**src/hw/rtl/rwrp_pkg.sv**
```systemverilog
package rwrp_pkg;

   localparam int MAX_ENTRIES = 256;
   localparam int IDX_W       = $clog2(MAX_ENTRIES);
   localparam int CNT_W       = IDX_W + 1;
   localparam int OP_W        = 2;
   localparam int STEP_W      = 32;
   localparam int RATE_W      = 32;
   localparam int SUM_W       = 40;
   localparam int FRAC_W      = 32;
   localparam int NUM_W       = RATE_W + 16;
   localparam int DIV_CNT_W   = $clog2(NUM_W);

   localparam logic [OP_W-1:0] OP_LOAD  = 2'd0;
   localparam logic [OP_W-1:0] OP_BUILD = 2'd1;
   localparam logic [OP_W-1:0] OP_PICK  = 2'd2;

   localparam logic [RATE_W-1:0] RATE_MAX        = '1;
   localparam logic [SUM_W-1:0]  SUM_MAX         = '1;
   localparam logic [RATE_W-1:0] RATE_FACTOR_RST = 32'd65536;

   typedef struct packed {
      logic              valid;
      logic [RATE_W-1:0] rate;
      logic [IDX_W-1:0]  idx;
   } cell_type;

   typedef struct packed {
      logic clear;
      logic insert;
      logic shift;
   } cell_ctl_type;

endpackage

```
**src/hw/rtl/rwrp_cell.sv**
```systemverilog
module rwrp_cell (
   input  logic                   clock,
   input  logic                   reset,
   input  rwrp_pkg::cell_ctl_type ctl,
   input  rwrp_pkg::cell_type     key,
   input  rwrp_pkg::cell_type     left_d,
   input  logic                   left_gt,
   input  rwrp_pkg::cell_type     right_d,
   output rwrp_pkg::cell_type     cell_q,
   output logic                   gt
);
   import rwrp_pkg::*;

   cell_type cell_ff, cell_in;

   // empty cells count as larger, so inserts fill from the front
   assign gt = !cell_ff.valid || (cell_ff.rate > key.rate);

   always_comb begin
      cell_in = cell_ff;
      if (ctl.clear) begin
         cell_in.valid = 1'b0;
      end else if (ctl.insert && gt) begin
         cell_in = left_gt ? left_d : key;
      end else if (ctl.shift) begin
         cell_in = right_d;
      end
   end

   always_ff @(posedge clock) begin
      if (reset) begin
         cell_ff <= '0;
      end else begin
         cell_ff <= cell_in;
      end
   end

   assign cell_q = cell_ff;
endmodule

```
**config.mk**
```make
export PLATFORM = sky130hd
export DESIGN_NAME = rwrp_cell
export DESIGN_NICKNAME = d
export VERILOG_FILES = /design/src/hw/rtl/rwrp_pkg.sv /design/src/hw/rtl/rwrp_cell.sv
export SDC_FILE = /design/constraint.sdc
export NUM_CORES = 1
export LEC_CHECK = 0
export BUFFER_PORTS_ARGS = -buffer_cell sky130_fd_sc_hd__buf_2
export CAP_MARGIN = 20
export CORE_MARGIN = 3
export CORE_UTILIZATION = 25
export DETAILED_ROUTE_END_ITERATION = 8
export MAX_ROUTING_LAYER = met4
export PLACE_DENSITY_LB_ADDON = 0.25
export SYNTH_ARGS = -nofsm -noshare
export SYNTH_HDL_FRONTEND = slang
export SYNTH_SLANG_ARGS = --single-unit
```
**constraint.sdc**
```tcl
create_clock -name clock -period 2.6 [get_ports clock]
set_clock_uncertainty 0.1 [all_clocks]
set_input_delay 0.13 -clock clock [delete_from_list [all_inputs] [get_ports clock]]
set_output_delay 0.13 -clock clock [all_outputs]
set_load 0.1 [all_outputs]
```
==> summary.txt <==
Power
  – Worst ir drop on vdd: 0.000251 V
  – Leakage: 0.00266 uW
  – Cell Pwr Density: 463 nW/um^2

Floorplanning
  – Die area: 14200 um^2
  – Width of the die: 119 um
  – Starting Density: 0.260
  – Core Rows: 40
  – Die Ht: 119 um
  – Num ports: 171
  – Core area: 12300 um^2

Placement
  – Final HPWL DP: 8500 um
  – Placed cell count: 717
  – Placer congestion estimate: 0.788
  – Setup Slack @ Placement: -0.417 ns
  – Port bufs: 170
  – Placed cell area: 4800 um^2

Critical path
  – R2R cell count: 12
  – Slowest CP cell: a221o_1
  – Max stage delay on crit path: 0.36 ns
  – WP depth: 12
  – Critical path required time: 2.67 ns
  – Worst Setup End Kind: flip-flop
  – Crit path cell chain: ha_1 > nand4_1 > buf_4 > nor2_1 > a221o_1 > o31ai_4 > buf_6 > a31oi_4 > buf_12 > o21a_4 > buf_12 > a32o_1
  – CP bufs+invs: 4
  – Worst setup SP type: flip-flop
  – Crit Path Class: flip-flop to flip-flop
  – CP delay by family, top: compound AO/OA/AOI/OAI gates
  – Crit path DAT: 2.80 ns
  – Most used cell, CP: buf_12
  – Crit-path max FO: 21

Route
  – DR pass1 iterations: 5
  – DRC viols: 0
  – DRT iter0 DRCs: 135
  – Vias: 3634
  – Vias per cell: 4.86
  – Wire per inst: 16.7 um
  – Final wirelength: 12500 um
  – Antenna-violating nets left: 0

Status
  – Status: complete, but fails checks
  – Failing checks: setup timing

Clock tree
  – H-tree depth: 2
  – Hold Buf Count CTS: 0
  – Later-pin clock latency in the skew report: 0.28 ns
  – CTS tree: built
  – Clock slew seen by the registers of the worst setup and hold paths: 0.06 ns
  – TritonCTS buffer count: 5
  – TritonCTS Sinks: 41
  – CTS max path bufs: 2
  – Clock Tree Root: clkbuf_16

Logic synthesis
  – Main flop type after synthesis: dfxtp_1
  – Gate Count Post-Synth: 358
  – Post-Syn Nets: 519
  – Post-Syn Area: 3190 um^2
  – Number of synthesized flops with an enable pin: 0
  – Synth unique cells: 35
  – Register area share after synthesis: 0.257
  – Avg Cell Area, Syn: 8.92 um^2
  – FF+latch count, synth: 41
  – Post-synth ARST share: 0
  – Synthesis Warnings: 0

Global route
  – Global route overflow: 0
  – Pin count of the biggest net entering global routing: 30
  – First-pass GRT wire length: 19500 um
  – GRT Overall Usage: 0.173
  – Vias in the first global route: 3788
  – Antenna violations before repair: 1

Cells and area
  – Synthesis-to-finish area growth: 71.1%
  – Post-layout nets: 737
  – Post-Layout Inst Area: 5460 um^2
  – Most frequent cells in the layout: buf_2, nand2_1, buf_4, mux2i_1, a32o_1
  – Final std cells w/o fill: 747
  – Max reg flops: 41
  – Commonest non-fill, non-tap cell in the layout: buf_2
  – Layout cells sized above 1: 0.551

STA
  – Final Hold Viols: 0
  – Slew HR: 0.637
  – Min Clock Period, post-route: 2.73 ns
  – Hold slack final: 0.0924 ns
  – Worst slew pin tran: 0.544 ns
  – F_max: 366 MHz
  – PnR worst setup slack: -0.129 ns
  – Pins Over Slew Limit: 0
  – Unrepaired setup endpoints after global routing: true
  – Setup violations, final: 41
  – Final worst-path cycle share: 1.05

Worst hold path
  – Hold Path Class: input pin to flip-flop
  – Hold Path Stages: 4

Run
  – Max Cap Viol: 0
-- cells in the mapped netlist (all sizes together) (2+ instances only) --
master / count / share of area
inv: 34 / 0.040
mux2i: 41 / 0.13
nand2: 52 / 0.061
clkbuf: 14 / 0.016
a32o: 40 / 0.13
nor4: 2 / 0.0086
a2bb2oi: 40 / 0.11
buf: 11 / 0.017
nor2: 3 / 0.0035
nand4: 6 / 0.014
nor2b: 2 / 0.0039
nand3: 6 / 0.0094
o21ai: 3 / 0.0047
a21o: 3 / 0.0071
ha: 32 / 0.13
a21oi: 13 / 0.020
dfxtp: 41 / 0.26
-- timing repair --
action / CTS / global route
gates resized for setup: 23 / 23
endpoints found under the setup margin: 42 / 42
buffers inserted: 6 / 6
pin swaps: 10 / 22
cloned: 4 / 4
-- path summary, 6_finish.rpt --
kind                            from                       to  slack, ns
max          cell_q[16]$_SDFFE_PP0P_  cell_q[37]$_SDFFE_PP0P_      -0.13
max reg2reg  cell_q[16]$_SDFFE_PP0P_  cell_q[37]$_SDFFE_PP0P_      -0.13
min                      right_d[40]  cell_q[40]$_SDFFE_PP0P_       0.09
min reg2reg   cell_q[3]$_SDFFE_PP0P_   cell_q[3]$_SDFFE_PP0P_       0.37
-- cell families after synthesis --
kind of cell	after synthesis	synth area share
buffers and inverters	59	0.0737
adder cells (fa/ha/maj)	32	0.125
AND/OR/NAND/NOR	75	0.111
AO/OA/AOI/OAI	110	0.305
multiplexers	41	0.129
flip-flops	41	0.257
-- worst reg2reg max path: stages (launching register included) --
cell and delay (ns):
dfxtp_4 0.34, ha_1 0.27, nand4_1 0.12, buf_4 0.12
nor2_1 0.03, a221o_1 0.36, o31ai_4 0.22, buf_6 0.15
a31oi_4 0.10, buf_12 0.17, o21a_4 0.21, buf_12 0.16
a32o_1 0.28
-- per-stage QoR --
step	utilization	setup TNS [ns]	total power [uW]
finish	0.446	-3.84	2530
global route	0.445	-9.03	2670
CTS	0.423	-3.94	2500
detailed placement	0.392	-15.81	1810
global placement	0.392	-15.67	1800
floorplan	-	-0.00590	1480
-- area by class of cell --
class / count / area (um^2)
fillers: 1168 / 6800
multi-input cells: 261 / 2500
repair buffers: 233 / 1550
flip-flops and latches: 41 / 928
well taps: 168 / 210
clock buffers: 6 / 129
inverters: 34 / 128
clock inverters: 2 / 10.0
diodes: 2 / 5.00
-- layer usage --
| layer | global-route usage | share of wire |
|---|---|---|
| met2 | 0.289 | 0.48 |
| met3 | 0.0404 | 0.066 |
| met4 | 0.0391 | 0.0095 |
| met1 | 0.213 | 0.45 |
| met5 | - | 0 |
-- report_power, final --
part	internal [uW]	total [uW]	leakage (uW)	switching, uW
Combinational	444	1200	0.00223	752
Sequential	680	721	0.000358	41.0
Clock	353	612	0.0000706	259
Total	1480	2530	0.00266	1050
(Power assumes the default switching activity.)
