`src/hw/rtl/rwrp_pkg.sv`:
```
package rwrp_pkg;

   localparam int MAX_ENTRIES = 256;
   localparam int IDX_W       = $clog2(MAX_ENTRIES);
   localparam int CNT_W       = IDX_W + 1;
   localparam int OP_W        = 2;
   localparam int STEP_W      = 32;
   localparam int RATE_W      = 32;
   localparam int SUM_W       = 40;
   localparam int FRAC_W      = 32;
   localparam int NUM_W       = RATE_W + 16;
   localparam int DIV_CNT_W   = $clog2(NUM_W);

   localparam logic [OP_W-1:0] OP_LOAD  = 2'd0;
   localparam logic [OP_W-1:0] OP_BUILD = 2'd1;
   localparam logic [OP_W-1:0] OP_PICK  = 2'd2;

   localparam logic [RATE_W-1:0] RATE_MAX        = '1;
   localparam logic [SUM_W-1:0]  SUM_MAX         = '1;
   localparam logic [RATE_W-1:0] RATE_FACTOR_RST = 32'd65536;

   typedef struct packed {
      logic              valid;
      logic [RATE_W-1:0] rate;
      logic [IDX_W-1:0]  idx;
   } cell_type;

   typedef struct packed {
      logic clear;
      logic insert;
      logic shift;
   } cell_ctl_type;

endpackage

```
`src/hw/rtl/rwrp_div.sv`:
```
module rwrp_div (
   input  logic                       clock,
   input  logic                       reset,
   input  logic                       start,
   input  logic [rwrp_pkg::RATE_W-1:0] factor,
   input  logic [rwrp_pkg::STEP_W-1:0] step,
   output logic                       done,
   output logic [rwrp_pkg::RATE_W-1:0] rate
);
   import rwrp_pkg::*;

   logic                 busy_ff, busy_in;
   logic                 done_ff, done_in;
   logic [DIV_CNT_W-1:0] cnt_ff, cnt_in;
   logic [NUM_W-1:0]     num_ff, num_in;
   logic [STEP_W:0]      rem_ff, rem_in;
   logic [STEP_W-1:0]    den_ff, den_in;
   logic [RATE_W-1:0]    rate_ff, rate_in;
   logic [STEP_W:0]      rem_sh;
   logic                 qbit;
   logic [NUM_W-1:0]     q_full;

   always_comb begin
      busy_in = busy_ff;
      done_in = 1'b0;
      cnt_in  = cnt_ff;
      num_in  = num_ff;
      rem_in  = rem_ff;
      den_in  = den_ff;
      rate_in = rate_ff;
      // shift-subtract, one quotient bit a cycle
      rem_sh  = {rem_ff[STEP_W-1:0], num_ff[NUM_W-1]};
      qbit    = (rem_sh >= {1'b0, den_ff});
      q_full  = {num_ff[NUM_W-2:0], qbit};
      if (start) begin
         if (step == '0) begin
            rate_in = RATE_MAX;
            done_in = 1'b1;
         end else begin
            busy_in = 1'b1;
            num_in  = {factor, 16'd0};
            rem_in  = '0;
            den_in  = step;
            cnt_in  = DIV_CNT_W'(NUM_W - 1);
         end
      end else if (busy_ff) begin
         rem_in = qbit ? (rem_sh - {1'b0, den_ff}) : rem_sh;
         num_in = q_full;
         cnt_in = cnt_ff - 1'b1;
         if (cnt_ff == '0) begin
            busy_in = 1'b0;
            done_in = 1'b1;
            rate_in = (|q_full[NUM_W-1:RATE_W]) ? RATE_MAX : q_full[RATE_W-1:0];
         end
      end
   end

   always_ff @(posedge clock) begin
      if (reset) begin
         busy_ff <= 1'b0;
         done_ff <= 1'b0;
      end else begin
         busy_ff <= busy_in;
         done_ff <= done_in;
      end
      cnt_ff  <= cnt_in;
      num_ff  <= num_in;
      rem_ff  <= rem_in;
      den_ff  <= den_in;
      rate_ff <= rate_in;
   end

   assign done = done_ff;
   assign rate = rate_ff;
endmodule

```
`config.mk`:
```
export PLATFORM = sky130hd
export DESIGN_NAME = rwrp_div
export DESIGN_NICKNAME = d
export VERILOG_FILES = /design/src/hw/rtl/rwrp_pkg.sv /design/src/hw/rtl/rwrp_div.sv
export SDC_FILE = /design/constraint.sdc
export NUM_CORES = 1
export LEC_CHECK = 0
export ABC_AREA = 1
export BUFFER_PORTS_ARGS = -buffer_cell sky130_fd_sc_hd__clkbuf_2
export CORE_MARGIN = 10
export CORE_UTILIZATION = 30
export CTS_CLUSTER_SIZE = 12
export DETAILED_ROUTE_END_ITERATION = 6
export PLACE_DENSITY = 0.49
export SLEW_MARGIN = 20
export SYNTH_ARGS = -nofsm -noshare
export SYNTH_HDL_FRONTEND = slang
export SYNTH_SLANG_ARGS = --single-unit
```
`constraint.sdc`:
```
create_clock -name clock -period 14.42 [get_ports clock]
set_input_delay 0.721 -clock clock [delete_from_list [all_inputs] [get_ports clock]]
set_output_delay 0.721 -clock clock [all_outputs]
set_load 0.02 [all_outputs]
```
==> impl_metrics.ini, run 1 <==
[clocking]
cts_num_sinks = 152
cts_buffers = 17
cts_buffer_depth = 2
clkTransAtPathRegs_ns = 0.06
postCtsSetupRepairBufs = 0
cts_resized = 0
clkLatencyLatePin_ns = 0.44
hold_buffers = 0
clock-root-buffer = clkbuf_16
cts_tree = yes
cts.htree.levels = 4

[worst_setup_path]
cp-startpoint = step[29]
r2r_cells = 10
cp_data_arrival_time_ns = 3.19
critPathCaptureType = flip-flop
critPathLaunchType = input port
path_class = input port to flip-flop
r2r_slack_ns = 11.78
cp.required_ns = 14.49
r2r_end = rem_ff[25]
critPathMaxFanout = 61
r2r-start = rem_ff[27]

[timing]
skew_ns = 0.00937
setup_tns_ns = 0
timing.slew.headroom_pct = 41.5
finalCritPeriodShare_pct = 21.6
rsz0062_at_grt = false
max_freq_mhz = 321
hold_viol_final = 0
finalSetupViolations = 0
drv_slew = 0
period_needed_ns = 3.11
tightest_slew_ns = 0.874

[worst_hold_path]
hp-start = reset
hold_depth = 2
min_to = done
worst_hold_path_type = input port to flip-flop

[floorplanning]
num_rows = 63
core_sq_um = 29600
die_h_um = 193
die_area_sq_um = 37400
floorplan.initialDensity_pct = 30.4
die_w_um = 193
io_pins = 100

[placed_design]
io_buffers = 99
numPlacedInstances = 1570
gp_congestion = 0.938
hpwlAfterDp_um = 17200

[layout]
nFillCells = 3244
layout.nets = 1300
drive_above_1_share_pct = 15.0
final-instance-count-excl-fill = 1604
area_delta_synth_final_pct = 16.0

[logic_synthesis]
synth_fp_nets = 1200
yosysTopAreaCell = edfxtp_1
ys_types = 37
synth_top_area_share_pct = 49.9
syn-cell-area_sq_um = 9020
syn-mean-instance-area_sq_um = 8.21
ys_seq_elements = 152
synth_edf_count = 150
ys.warnings.count = 0
yosysMostFrequentCell = nand2_1
synthFlopType = edfxtp_1
yosys-top-cells-area = edfxtp_1 50%, nand2_1 15%, inv_1 8.8%
syn_inst = 1099
synth_commonest_cells = 361 x nand2_1, 211 x inv_1, 150 x edfxtp_1
synthArstFlopShare_pct = 0
yosysSeqAreaShare_pct = 50.4

[route]
avgRoutedWirePerCell_um = 14.6
drt_iter0_markers = 369
drc = 0
vias_per_cell = 4.31
ant_nets = 0
vias = 6919
dr.pass1.iters = 5
wirelength_um = 23400

[global_route]
grt_start_max_net_pins = 82
grt_pass1_vias = 7167
grt_pass1_wl_um = 37900
grt_overflow_total = 0
antenna_found_initial = 2
grt_usage_pct = 12.6

[power_and_ir_drop]
p_leak_nw = 5.13
internal_power_uw = 929
power_mw = 1.46
pwr-share-comb_pct = 32.8
p_sw_share_pct = 36.4
powerDensity_nw_per_um2 = 140
seqPwrFrac_pct = 38.3
switchingPower_uw = 532
clkPwrFrac_pct = 28.9
ir_drop_v = 0.0000822

[flow_run]
maxCapViolations = 0

[run_status]
status = completed
[final cells by class]
class,instances,area [sq um],share of cell area [%]
flip-flops and latches,152,4540,43.4
multi-input cells,706,3520,33.6
inverters,217,822,7.85
repair buffers,105,541,5.16
well taps,390,488,4.66
clock buffers,19,433,4.14
clock inverters,13,114,1.09
diodes,2,5.00,0.0478
[power by group through the flow]
| stage | combinational, mW | sequential (mW) | clock (mW) |
|---|---|---|---|
| after floorplan | 0.375 | 0.566 | 0 |
| after global placement | 0.480 | 0.569 | 0 |
| after detailed placement | 0.480 | 0.569 | 0 |
| after CTS | 0.483 | 0.560 | 0.438 |
| after global routing | 0.549 | 0.565 | 0.457 |
| final | 0.479 | 0.560 | 0.422 |
[cell families (layout without fill, tap and decap cells)]
kind of cell	count (synthesis)	after routing	synth area share [%]
simple gates	599	599	29.2
buf+inv	241	354	10.8
flops	152	152	50.4
compound gates	58	58	3.31
fa+ha+maj	34	34	4.80
xor+xnor	15	15	1.46
other cells	0	2	0
[flip-flops by register name, indices dropped and copies added, names as in the netlist]
signal and cells:
rem_ff 32, num_ff 48, done 1, rate 32
busy_ff 1, cnt_ff 6, den_ff 32
[worst max path at each step]
stage                       to  slack, ns  cells after the start
global placement    num_ff[38]      10.81                      6
CTS                 num_ff[37]      11.24                      6
finish               rem_ff[8]      11.31                      6
detailed placement   rem_ff[7]      10.78                      6
global route         rem_ff[7]      11.03                      6
floorplan            cnt_ff[0]       6.62                      3
[cells in the final DEF, fill, tap and decap left out, types with 3 or more instances in the layout]
cell type / count
edfxtp_1: 150
nand4_1: 9
clkbuf_16: 17
buf_4: 6
nand3b_1: 25
nor4_1: 9
and2_1: 11
clkbuf_2: 99
ha_1: 33
nor2_1: 106
nor2_4: 3
nor2_2: 23
nand2_1: 361
inv_1: 211
nor3_1: 6
o21ai_0: 30
a21oi_1: 24
xor2_1: 14
inv_2: 4
nand2_2: 5
nand3_1: 32
inv_6: 7
[metal layers]
| metal | vias up | GRT usage [%] | wire length [um] | part of all wire, % |
|---|---|---|---|---|
| met5 | - | 0 | 0 | 0 |
| met4 | 0 | 3.46 | 264 | 1.1 |
| met3 | 18 | 3.35 | 1130 | 4.8 |
| met2 | 117 | 20.4 | 11000 | 47 |
| met1 | 3140 | 16.2 | 11000 | 47 |
| li1 | 3644 | - | - | - |
[worst max-delay path, stage by stage]
cell and delay, ns:
clkbuf_2 0.09, nor4_1 0.72, nand4_1 0.23, o21ai_0 0.50
o21ai_4 0.37, buf_4 0.46
[through the flow]
| stage | setup WS, ns | util (%) | cell area [sq um] | hold WS [ns] |
|---|---|---|---|---|
| finish | 11.31 | 35.3 | 10500 | 0.466 |
| global route | 11.03 | 35.3 | 10500 | 0.450 |
| CTS | 11.24 | 35.3 | 10500 | 0.446 |
| detailed placement | 10.78 | 33.5 | 9920 | 0.504 |
| global placement | 10.81 | 33.5 | 9920 | 0.500 |
| floorplan | 6.62 | - | 9020 | 0.441 |
Power figures use the tool's default switching activity.
==> run 2: changes to the inputs <==
ABC_AREA = 0   (was 1)
PLACE_DENSITY = 0.5   (was 0.49)
clock period = 3.25 ns   (was 14.42 ns; I/O delays follow)
==> run 2 against run 1 <==
Compared with the run above: hold slack worse by 0.44 ns; non-clock buffer count is 55 higher; global-route usage shrank 1.1 points; combinational power grew to 6.4 times the previous value; via count is 19% lower; clock-buffer cell count is 2 lower; sequential share of layout area is 1.3 points higher; design area is 2.8% lower; die area down 9.0%.
==> impl_metrics.ini, run 2 <==
[timing]
finalCritPeriodShare_pct = 95.9
setup_tns_ns = 0
period_needed_ns = 3.12
hold_viol_final = 0
timing.slew.headroom_pct = 57.0
drv_slew = 0
max_freq_mhz = 321
setup_slack_ns = 0.134
rsz0062_at_grt = false
tightest_slew_ns = 0.644
finalSetupViolations = 0
skew_ns = 0.00989

[layout]
largest_reg_flops = 48
area_delta_synth_final_pct = 25.2
layout.nets = 938
top_register = num_ff
layout_common_cells = 150 x edfxtp_1, 98 x clkbuf_2, 48 x inv_1
final_common_cell = edfxtp_1
drive_above_1_share_pct = 25.2

[power_and_ir_drop]
powerDensity_nw_per_um2 = 772
p_leak_nw = 4.15
ir_drop_v = 0.000381
power_mw = 7.85

[global_route]
grt_pass1_vias = 5897
antenna_found_initial = 1
grt_pass1_wl_um = 31100
grt_start_max_net_pins = 76
grt_overflow_total = 0
grt_usage_pct = 11.5

[logic_synthesis]
ys_types = 58
yosysSeqAreaShare_pct = 55.9
syn_inst = 685
synth_fp_nets = 786
ys.warnings.count = 0
synthAdderAreaFrac_pct = 5.33
synth_edf_count = 150
synth_compound_gate_area_share_pct = 11.1
synth_top_family_by_area = simple AND/OR/NAND/NOR gates
synth_mux_area_share_pct = 6.53
yosys-top-cells-area = edfxtp_1 55%, ha_1 5.1%, mux2_2 4.4%
yosys.area_share.simple_pct = 14.8
syn-mean-instance-area_sq_um = 11.9
synth_top_area_share_pct = 55.4
ys_seq_elements = 152
synthFlopType = edfxtp_1
synth_xor_area_share_pct = 2.48
synth_commonest_cells = 150 x edfxtp_1, 48 x inv_1, 47 x nor2_1
synthArstFlopShare_pct = 0
yosysTopAreaCell = edfxtp_1
syn-cell-area_sq_um = 8120
yosysMostFrequentCell = edfxtp_1

[route]
avgRoutedWirePerCell_um = 16.2
dr.pass1.iters = 5
vias_per_cell = 4.73
vias = 5634
wirelength_um = 19300
ant_nets = 0
drc = 0
drt_iter0_markers = 332

[worst_setup_path]
critPathMaxFanout = 23
crit_chain = ha_1 -> nand4_1 -> a211oi_2 -> o311ai_2 -> a31oi_4 -> a221oi_4 -> o41ai_4 -> buf_12 -> nand2b_2 -> o32ai_2
critPathCaptureType = flip-flop
cp-startpoint = rem_ff[2]
cp_slowest_stage_delay_ns = 0.42
crit_slowest_cell = edfxtp_1
cp_data_arrival_time_ns = 3.37
crit_family = compound AO/OA/AOI/OAI gates
r2r-start = rem_ff[2]
critPathLaunchType = flip-flop
path_class = flip-flop to flip-flop
critPathBufInv = 1
cp.required_ns = 3.51

[placed_design]
gp_congestion = 0.807
hpwlAfterDp_um = 13400
io_buffers = 99
pre_cts_ws_ns = 0.181

[floorplanning]
num_rows = 60
die_area_sq_um = 34100
die_w_um = 185
floorplan.initialDensity_pct = 30.3
core_sq_um = 26800
io_pins = 100
die_h_um = 185

[worst_hold_path]
hp-start = factor[8]
worst_hold_path_type = input port to flip-flop

[clocking]
postCtsSetupRepairBufs = 0
cts_resized = 0
cts_num_sinks = 152
cts_buffer_depth = 2
cts.htree.levels = 4
cts_buffers = 17
clkLatencyLatePin_ns = 0.43
clkTransAtPathRegs_ns = 0.07
hold_buffers = 33
clock-root-buffer = clkbuf_16
cts_tree = yes

[run_status]
status = completed

[flow_run]
maxCapViolations = 0
==> run 2: cell types whose count changed after synthesis, sizes merged, moves of 10 or more <==
cell	change
inv	-169
a211oi	+10
nor2b	+18
xnor2	+14
nand2b	+45
mux2	+32
nand3	-25
a21o	+15
nand2	-341
nor2	-85
mux2i	+17
nand3b	-23
a21oi	+18
nor3	+13
==> run 2: layout make-up <==
type                       count  area (sq um)
tap                          341           427
multi-input combinational    458          3290
fill                        2602         16600
timing repair buffer         160          1100
inverter                      48           180
sequential                   152          4540
clock buffer                  17           425
antenna                        1          2.50
clock inverter                15           206
==> run 2: kinds of logic after synthesis <==
group	after synthesis
XOR/XNOR	23
AO/OA/AOI/OAI	128
multiplexers	49
flip-flops	152
AND/OR/NAND/NOR	224
buffers and inverters	75
adder cells (fa/ha/maj)	34
==> run 2: final timing paths <==
check,end,slack [ns],cells past startpoint
worst max-delay path,rem_ff[22],0.13,10
worst min-delay path,num_ff[24],0.03,2
worst max register to register,rem_ff[22],0.13,10
worst min register to register,done,0.51,2
==> run 2: layer usage <==
metal  vias to the layer above  track usage [%]  routed length, um
met2                       107             19.1               9370
li1                       2832                -                  -
met5                         -                0                  0
met3                        12             2.99                752
met4                         0             3.51                197
met1                      2683             14.3               8960
==> run 2: stage by stage <==
stage | util [%] | area [sq um] | hold WS (ns) | instances
2_1_floorplan | - | 8120 | 0.232 | 685
3_3_place_gp | 34.3 | 9190 | 0.347 | 1125
3_5_place_dp | 34.3 | 9190 | 0.348 | 1125
4_1_cts | 37.9 | 10200 | 0.00461 | 1190
5_1_grt | 38.0 | 10200 | 0.0115 | 1192
6_report | 38.0 | 10200 | 0.0253 | 1192
==> run 2: power breakdown <==
| part | switching, mW | internal (mW) | total (mW) |
|---|---|---|---|
| Combinational | 1.69 | 1.38 | 3.07 |
| Clock | 0.919 | 1.18 | 2.10 |
| Sequential | 0.152 | 2.53 | 2.68 |
==> run 3: changes to the inputs <==
PLACE_DENSITY = not set   (was 0.5)
PLACE_DENSITY_LB_ADDON = 0.3   (was not set)
SETUP_SLACK_MARGIN = 0.1   (was not set)
==> run 3 against run 2 <==
Compared with the run above: clock power fell by 8%; largest power group unchanged; sequential power barely moved; first-iteration DRC count decreased by 5.7%; via count is 1.6% higher; largest cell class unchanged; global-route usage grew 0.32 points.
==> impl_metrics.ini, run 3 (synthesis results as in run 2) <==
[timing]
timing.slew.headroom_pct = 29.7
drv_slew = 0
finalSetupViolations = 0
max_freq_mhz = 333
hold_ws_ns = 0.0335
skew_ns = 0.00634
tightest_slew_ns = 1.05
setup_tns_ns = 0
rsz0062_at_grt = true
period_needed_ns = 3.01
hold_viol_final = 0
finalCritPeriodShare_pct = 92.5

[clocking]
cts_num_sinks = 152
cts_buffer_depth = 2
clkLatencyLatePin_ns = 0.43
cts_buffers = 17
clkTransAtPathRegs_ns = 0.06
cts.htree.levels = 4
cts_tree = yes
clock-root-buffer = clkbuf_16

[layout]
drive_above_1_share_pct = 26.4
n_antenna_cell = 0
layout.nets = 938
largest_reg_flops = 48
top_register = num_ff
nFillCells = 2590
area_delta_synth_final_pct = 25.0
final_common_cell = edfxtp_1
layout_common_cells = 150 x edfxtp_1, 98 x clkbuf_2, 48 x inv_1
final_util_pct = 37.9

[worst_setup_path]
cp_data_arrival_time_ns = 3.26
crit_chain = ha_1 -> buf_4 -> a21o_1 -> a21o_1 -> a221oi_1 -> o21ai_0 -> a21oi_1 -> o41ai_4 -> buf_4 -> buf_12 -> or2_2 -> a21oi_1
crit_slowest_cell = edfxtp_1
critPathMaxFanout = 18
path_class = flip-flop to flip-flop
cp.required_ns = 3.50
cp_slowest_stage_delay_ns = 0.41
critPathLaunchType = flip-flop
critPathCaptureType = flip-flop

[route]
wirelength_um = 19400
ant_nets = 0
vias_per_cell = 4.81
drt_iter0_markers = 313
vias = 5725
dr.pass1.iters = 4
avgRoutedWirePerCell_um = 16.3
drc = 0

[placed_design]
hpwlAfterDp_um = 13700
io_buffers = 99
gp_congestion = 0.883

[global_route]
grt_pass1_wl_um = 31900
grt_overflow_total = 0
grt_pass1_vias = 5985
met2_usage_pct = 19.6
antenna_found_initial = 0
grt_usage_pct = 11.8
grtUsageMet1_pct = 14.9
top_usage_layer = met2
grtUsageMet3_pct = 2.84
grt_start_max_net_pins = 52

[power_and_ir_drop]
powerDensity_nw_per_um2 = 767
p_leak_nw = 4.11
ir_drop_v = 0.000348

[floorplanning]
die_w_um = 185
die_area_sq_um = 34100
num_rows = 60
core_sq_um = 26800
die_h_um = 185
floorplan.initialDensity_pct = 30.3
io_pins = 100

[run_status]
status = completed

[flow_run]
maxCapViolations = 0

[worst_hold_path]
worst_hold_path_type = input port to flip-flop
## run 3: cell types whose count changed in the layout (fill, tap and decap cells not counted), sizes merged
cell / before / now
bufinv: 2 / 1
diode: 1 / 0
## run 3: worst paths after layout
path                                 start    endpoint  slack [ns]  depth (start not counted)
worst min-delay path            factor[20]  num_ff[36]        0.03                          2
worst max register to register  rem_ff[25]  rem_ff[24]        0.24                         12
worst max-delay path            rem_ff[25]  rem_ff[24]        0.24                         12
worst min register to register     busy_ff     busy_ff        0.52                          2
## run 3: power by group
part           switching, mW  leakage, nW  total, mW  internal (mW)
registers              0.157         1.59       2.69           2.53
logic                   1.73         2.25       3.17           1.44
clock network          0.854        0.274       1.93           1.07
total                   2.75         4.11       7.79           5.04
## run 3: layer usage
metal  up-vias  share of wire (%)
met5         -                  0
met4         0                1.2
met3        14                3.8
met2        89                 49
met1      2783                 46
li1       2839                  -
## run 3: worst max-delay path: cells and delay by family (launching register included)
kind	cells	cell delay, ns
AO/OA/AOI/OAI	7	1.31
buffers and inverters	3	0.49
flip-flops	1	0.41
adder cells (fa/ha/maj)	1	0.35
AND/OR/NAND/NOR	1	0.27
## run 3: stage by stage
stage	worst slack [ns]	cell area [sq um]	power [mW]	instances
after floorplan	0.153	8120	4.99	685
after global placement	0.246	9180	5.77	1123
after detailed placement	0.115	9180	5.76	1123
after CTS	0.109	10100	7.78	1188
after global routing	0.0849	10200	8.34	1190
final	0.244	10200	7.79	1190
## run 3: final cells by class
cell class / count / area, sq um / area share [%]
flip-flops and latches: 152 / 4540 / 44.8
multi-input cells: 458 / 3350 / 33.0
repair buffers: 160 / 1090 / 10.7
well taps: 341 / 427 / 4.20
clock buffers: 17 / 425 / 4.19
inverters: 48 / 180 / 1.77
clock inverters: 14 / 140 / 1.38
## run 3: what timing repair did
| action | CTS | global route |
|---|---|---|
| endpoints found under the setup margin | 1 | 29 |
| hold buffers | 32 | 1 |
| endpoints found under the hold margin | 33 | 1 |
| pin swaps | 1 | 6 |
| setup buffers | 2 | 1 |
| resized for setup | 0 | 14 |
